File: src/mrr_pkg.sv
// Shared types and constants of the matrix ring rotation block.
package mrr_pkg;

  // Field and register widths fixed by the interface
  localparam int DIM_W     = 7;   // rows and cols registers
  localparam int POS_W     = 6;   // row and col fields
  localparam int ROT_W     = 16;  // rotation register
  localparam int CFG_IDX_W = 2;
  localparam int CFG_DAT_W = 16;

  // Coordinate and ring-position arithmetic; also holds a perimeter of up to 504
  localparam int CW    = 9;
  // Dividend of the ring modulo: ring position plus rotation
  localparam int DVD_W = ROT_W + 1;
  localparam int CNT_W = $clog2(DVD_W + 1);

  localparam logic [DIM_W-1:0] DIM_RST = 7'd2;

  // Register indexes on the configuration port
  localparam logic [CFG_IDX_W-1:0] CFG_ROWS = 2'd0;
  localparam logic [CFG_IDX_W-1:0] CFG_COLS = 2'd1;
  localparam logic [CFG_IDX_W-1:0] CFG_ROT  = 2'd2;

  // Operation codes carried on in_tuser
  localparam logic OP_WRITE = 1'b0;
  localparam logic OP_READ  = 1'b1;

  // Read sequencer states
  typedef enum logic [6:0] {
    ST_IDLE  = 7'b0000001,
    ST_SETUP = 7'b0000010,
    ST_GEOM  = 7'b0000100,
    ST_POS   = 7'b0001000,
    ST_DIV   = 7'b0010000,
    ST_MAP   = 7'b0100000,
    ST_RESP  = 7'b1000000
  } mrr_state_t;

endpackage

File: src/mrr_mod.sv
// Iterative restoring remainder unit: one dividend bit per cycle.
module mrr_mod (
  input  logic                     clk,
  input  logic                     rst_n,
  input  logic                     start,
  input  logic [mrr_pkg::DVD_W-1:0] dividend,
  input  logic [mrr_pkg::CW-1:0]    divisor,
  output logic                     done,
  output logic [mrr_pkg::CW-1:0]    rem
);
  import mrr_pkg::*;

  logic [DVD_W-1:0] dvd_r;
  logic [CW-1:0]    div_r;
  logic [CW-1:0]    rem_r;
  logic [CW-1:0]    rem_nxt;
  logic [CNT_W-1:0] cnt_r;
  logic             busy_r;
  logic             done_r;
  logic [CW:0]      rem_sh;
  logic [CW:0]      diff;

  // Shift in the next dividend bit and subtract when it fits
  always_comb begin
    rem_sh  = {rem_r, dvd_r[DVD_W-1]};
    diff    = rem_sh - {1'b0, div_r};
    rem_nxt = (rem_sh >= {1'b0, div_r}) ? diff[CW-1:0] : rem_sh[CW-1:0];
  end

  // Step counter and completion pulse
  always_ff @(posedge clk) begin
    if (!rst_n) begin
      busy_r <= 1'b0;
      done_r <= 1'b0;
      cnt_r  <= '0;
    end else begin
      done_r <= !start && busy_r && (cnt_r == CNT_W'(1));
      if (start) begin
        busy_r <= 1'b1;
        cnt_r  <= CNT_W'(DVD_W);
      end else if (busy_r) begin
        cnt_r <= cnt_r - CNT_W'(1);
        if (cnt_r == CNT_W'(1)) begin
          busy_r <= 1'b0;
        end
      end
    end
  end

  // Operand and partial remainder registers
  always_ff @(posedge clk) begin
    if (start) begin
      dvd_r <= dividend;
      div_r <= divisor;
      rem_r <= '0;
    end else if (busy_r) begin
      dvd_r <= {dvd_r[DVD_W-2:0], 1'b0};
      rem_r <= rem_nxt;
    end
  end

  assign done = done_r;
  assign rem  = rem_r;

endmodule

File: config.mk
export PLATFORM = sky130hd
export DESIGN_NAME = mrr_mod
export DESIGN_NICKNAME = d
export VERILOG_FILES = /design/src/mrr_pkg.sv /design/src/mrr_mod.sv
export SDC_FILE = /design/constraint.sdc
export NUM_CORES = 1
export LEC_CHECK = 0
export ABC_AREA = 1
export BUFFER_PORTS_ARGS = -buffer_cell sky130_fd_sc_hd__buf_2
export CAP_MARGIN = 20
export CORE_UTILIZATION = 45
export CTS_BUF_LIST = sky130_fd_sc_hd__clkbuf_4 sky130_fd_sc_hd__clkbuf_8
export DETAILED_ROUTE_END_ITERATION = 16
export PLACE_DENSITY = 0.66
export SYNTH_ARGS = -nofsm -noshare
export SYNTH_HDL_FRONTEND = slang
export SYNTH_SLANG_ARGS = --single-unit
File: constraint.sdc
create_clock -name clk -period 3.43 [get_ports clk]
set_input_delay 0.343 -clock clk [delete_from_list [all_inputs] [get_ports clk]]
set_output_delay 0.343 -clock clk [all_outputs]
set_load 0.005 [all_outputs]
Word-level counts from Yosys, hierarchy flattened
Index checks and enable logic that the tools add are counted.
{"block": "word_totals", "register_bits": 42, "out_inout_bits": 10, "wordCells": 25}
{"block": "classes", "add_sub_neg": 2, "order_cmp": 1, "eq_ne": 1, "n_mux": 8, "bitwise_logic": 1, "n_reduce_logical": 5}
{"cell": "2-to-1 mux 17 bit", "n": 2}
{"cell": "greater-or-equal comparator 10 x 9 -> 1 bit", "n": 1}
{"cell": "2-to-1 mux 5 bit", "n": 2}
{"cell": "2-to-1 mux 9 bit", "n": 1}
{"cell": "subtractor 9 bit", "n": 1}
{"cell": "equality test 5 x 1 -> 1 bit (second input constant)", "n": 1}
{"cell": "subtractor 5 x 1 -> 5 bit (second input constant)", "n": 1}
{"cell": "2-to-1 mux 1 bit", "n": 3}
{"cell": "logical AND 1 bit", "n": 2}
{"cell": "nonzero test 2 bit", "n": 1}
{"cell": "OR reduction 2 bit", "n": 1}
{"cell": "zero test 1 bit", "n": 1}
{"cell": "inverter 1 bit", "n": 1}

Depth between registers and ports, before layout
{"block": "depth", "depth_word": 4, "ltp_mapped": 12}

Least setup slack after synthesis
Ideal clock, no wire load.
{"block": "synth_path", "path_type": "flip-flop to flip-flop", "from": "register dvd_r[16]", "to": "register rem_r[0] (netlist: rem[0])", "arrival_time_ps": 1565, "required_time_ps": 3287, "slack_ps": 1722, "stages_incl_launch_ff": 12, "synth_period_minus_slack_ps": 1708, "path_cell_list": "edfxtp_1 inv_1 ha_1 inv_1 fa_1 nand2_1 nand3_2 nand2_2 buf_6 nand3_1 nand3_1 o21ai_0"}
{"block": "synth_between", "elab_chain_len": 2, "elab_cells_between_ends": 3}
{"item": "from (decl)", "line": "mrr_mod.sv:13", "rtl": "logic [DVD_W-1:0] dvd_r;"}
{"item": "from (signal assigned)", "line": "mrr_mod.sv:53", "rtl": "dvd_r <= dividend;"}
{"item": "from (signal assigned)", "line": "mrr_mod.sv:57", "rtl": "dvd_r <= {dvd_r[DVD_W-2:0], 1'b0};"}
{"item": "subtractor 9 bit or greater-or-equal comparator 10 x 9 -> 1 bit (tied branches)", "line": "mrr_mod.sv:26, mrr_mod.sv:27"}
{"item": "2-to-1 mux 9 bit (*)", "line": "mrr_mod.sv:27", "rtl": "rem_nxt = (rem_sh >= {1'b0, div_r}) ? diff[CW-1:0] : rem_sh[CW-1:0];"}
{"item": "to (signal assigned)", "line": "mrr_mod.sv:58", "rtl": "rem_r <= rem_nxt;"}
{"item": "to (decl)", "line": "mrr_mod.sv:15", "rtl": "logic [CW-1:0] rem_r;"}
Every way passes the cells marked *; elsewhere a longest branch is shown, timed or not.
A chain may end at the register's enable or synchronous reset.

Worst setup path in the final report
{"block": "layout_path", "from": "register rem_r[1] (netlist: rem[1])", "to": "register rem_r[2] (netlist: rem[2])"}
{"block": "layout_between", "elab_chain_len": 2, "elab_cells_between_ends": 3}
{"item": "subtractor 9 bit or greater-or-equal comparator 10 x 9 -> 1 bit (tied branches)", "line": "mrr_mod.sv:26, mrr_mod.sv:27"}
{"item": "2-to-1 mux 9 bit (*)", "line": "mrr_mod.sv:27"}
Marks and branches as above.

==> results.tsv <==
metric	value	unit
status	completed	
cts-resized-gates	0	
timing.final.ws_setup	1210	ps
cp_max_fo	11	
ir_drop	0.000291	V
rsz0062_at_grt	false	
synthArstFlopShare	0	%
ys_ff_latch	42	
worstPathArrival	2440	ps
post-route-period-util	64.8	%
cp_slowest_cell	nor2_1	
core	4720	sq um
r2r-end	rem[2]$_SDFFE_PP0P_	
hold_violations	0	
port_buffers	38	
overflow	0	
dp_slack	1250	ps
antenna_cells	0	
grt_util_all_layers	18.1	%
r2r_start	rem[1]$_SDFFE_PP0P_	
routabilityCongestion	0.786	
cts_sinks	42	
grt_pass1_vias	1655	
cts_buffer_depth	2	
post_cts_buffers	0	
cts_buffers	5	
slew_headroom	45.5	%
antenna_found_initial	0	
hold_path_depth	1	
rows	25	
skew	7.81	ps
cp_cell_sequence	ha_1 > nand2_1 > nor2_1 > nand2_1 > nor2_1 > nor2_1 > nand2_2 > nand2_1 > nand3_1 > o21ai_0	
power.leakage	0.00131	uW
setup_tns	0	ps
hold_path.class	in -> reg	
syn_nets	312	
r2r_setup_slack	1210	ps
nFillCells	462	
r2r_cells	10	
avgSynthCellArea	8.16	sq um
synth_warnings	0	
synth_top_area_cell	edfxtp_1	
min-delay-start	divisor[0]	
worstSetupStartpointType	register	
dr.pass1.iters	4	
syn2layout_area_growth	14.6	%
final_nets	352	
min_to	div_r[0]$_DFFE_PP_	
fp.dieW	72.1	microns
cap_violations	0	
synth_edf_count	26	
wl_per_cell	11.2	microns
synthFlopType	edfxtp_1	
pwr_density_cell	422	nW/um^2
clk_pin_slew	90	ps
netlist_instances	271	
cts_tree	yes	
wl	4230	microns
ctsHoldBuffers	0	
grt_pass1_wl	7260	microns
seq_area	1100	sq um
insertion_delay	300	ps
die_h	72.1	microns
setup-violations-final	0	
root_buffer	clkbuf_8	
io_pins	39	
ys_types	28	
die_area	5200	sq um
tightest_slew	816	ps
netlist_top_cells_area	edfxtp_1 35%, nand2_1 16%, dfxtp_1 14%	
viasPerCell	4.73	
drt_iter0_drc	98	
max_freq	0.450	GHz
critical-path-top-delay-family	simple AND/OR/NAND/NOR gates	
initial_utilization	46.8	%
drive_gt1_share	16.7	%
vias	1794	
worst-path-buf-inv	0	
yosysTopAreaCellShare	35.3	%
criticalPathCategory	reg -> reg	
multiInputGateArea	918	sq um
htree_levels	2	
max_stage_delay	610	ps
syn_area	2210	sq um
endpoint_kind	register	
hpwl	3020	microns
drc	0	
ant_nets	0	
slew_violations	0	
seq_area_frac_synth	49.8	%
period_minus_slack	2220	ps
grt_max_degree	32	
critPathRequiredTime	3640	ps
==> cell families (layout without fill, tap and decap cells) <==
kind of cell	Yosys count	count (layout)	share of synthesized area (%)
AOI/OAI and AO/OA	15	15	3.68
and+or+nand+nor	151	151	29.1
DFF	42	42	49.8
xor gates and xnor gates	4	4	1.58
buffers and inverters	47	88	8.71
adders and majority gates	12	12	7.13
==> how the worst max path moves through the flow <==
stage,from,endpoint,slack (ps),depth (start not counted)
after floorplan,dvd_r[16]$_DFFE_PP_,rem[0]$_SDFFE_PP0P_,1720,11
after global placement,rem[2]$_SDFFE_PP0P_,rem[6]$_SDFFE_PP0P_,1270,10
after detailed placement,rem[1]$_SDFFE_PP0P_,rem[2]$_SDFFE_PP0P_,1250,10
after CTS,rem[1]$_SDFFE_PP0P_,rem[2]$_SDFFE_PP0P_,1210,10
after global routing,div_r[7]$_DFFE_PP_,rem[3]$_SDFFE_PP0P_,980,11
final,rem[1]$_SDFFE_PP0P_,rem[2]$_SDFFE_PP0P_,1210,10
==> sequential cells by signal (all words and copies together), names as in the netlist <==
register  cells
busy_r        1
cnt_r         5
div_r         9
done          1
dvd_r        17
rem           9
==> layer usage <==
metal | vias to the layer above | global-route usage, % | wire [microns]
met1 | 804 | 22.3 | 1940
li1 | 943 | - | -
met5 | - | 0 | 0
met4 | 0 | 5.88 | 59
met2 | 40 | 30.8 | 2040
met3 | 7 | 5.00 | 187
==> layout by cell type, fill, tap and decap left out, types with 2 or more instances in the layout <==
cell type,netlist,final
a21oi_1,5,5
buf_2,1,38
clkbuf_8,0,5
clkinv_1,1,2
dfxtp_1,16,16
edfxtp_1,26,26
ha_1,11,11
inv_1,41,41
nand2_1,97,97
nand2_2,4,4
nand3_1,25,25
nand3_2,2,2
nand3b_1,3,3
nor2_1,14,14
nor3_1,2,2
o21ai_0,5,5
o21ai_1,2,2
xnor2_1,3,3
==> power breakdown <==
| group | total, uW | switching, uW | internal (uW) | leakage (uW) |
|---|---|---|---|---|
| Combinational | 156 | 95.3 | 60.5 | 0.000876 |
| Clock | 318 | 179 | 140 | 0.0000416 |
| Sequential | 595 | 15.2 | 580 | 0.000393 |
==> cell type report <==
class / instances / area share, %
Sequential cell: 42 / 43.4
Timing Repair Buffer: 38 / 7.50
Clock inverter: 3 / 0.641
Tap cell: 67 / 3.31
Inverter: 42 / 6.22
Clock buffer: 5 / 2.71
Multi-Input combinational cell: 182 / 36.2
==> metrics by stage <==
step	power (uW)	hold WS [ps]	std cells	utilization, %	area, sq um
5_1_grt	1130	202	379	53.7	2540
2_1_floorplan	713	442	271	-	2210
6_report	1070	210	379	53.7	2540
3_3_place_gp	760	459	371	51.9	2450
3_5_place_dp	762	466	371	51.9	2450
4_1_cts	1080	207	379	53.7	2540
==> synthesized netlist by cell type (3+ instances only) <==
library cell and number:
nand2_1 97, inv_1 41, edfxtp_1 26, nand3_1 25, dfxtp_1 16, nor2_1 14, ha_1 11, a21oi_1 5
o21ai_0 5, nand2_2 4, nand3b_1 3, xnor2_1 3
Note: power is estimated with default switching activity, not from simulation.
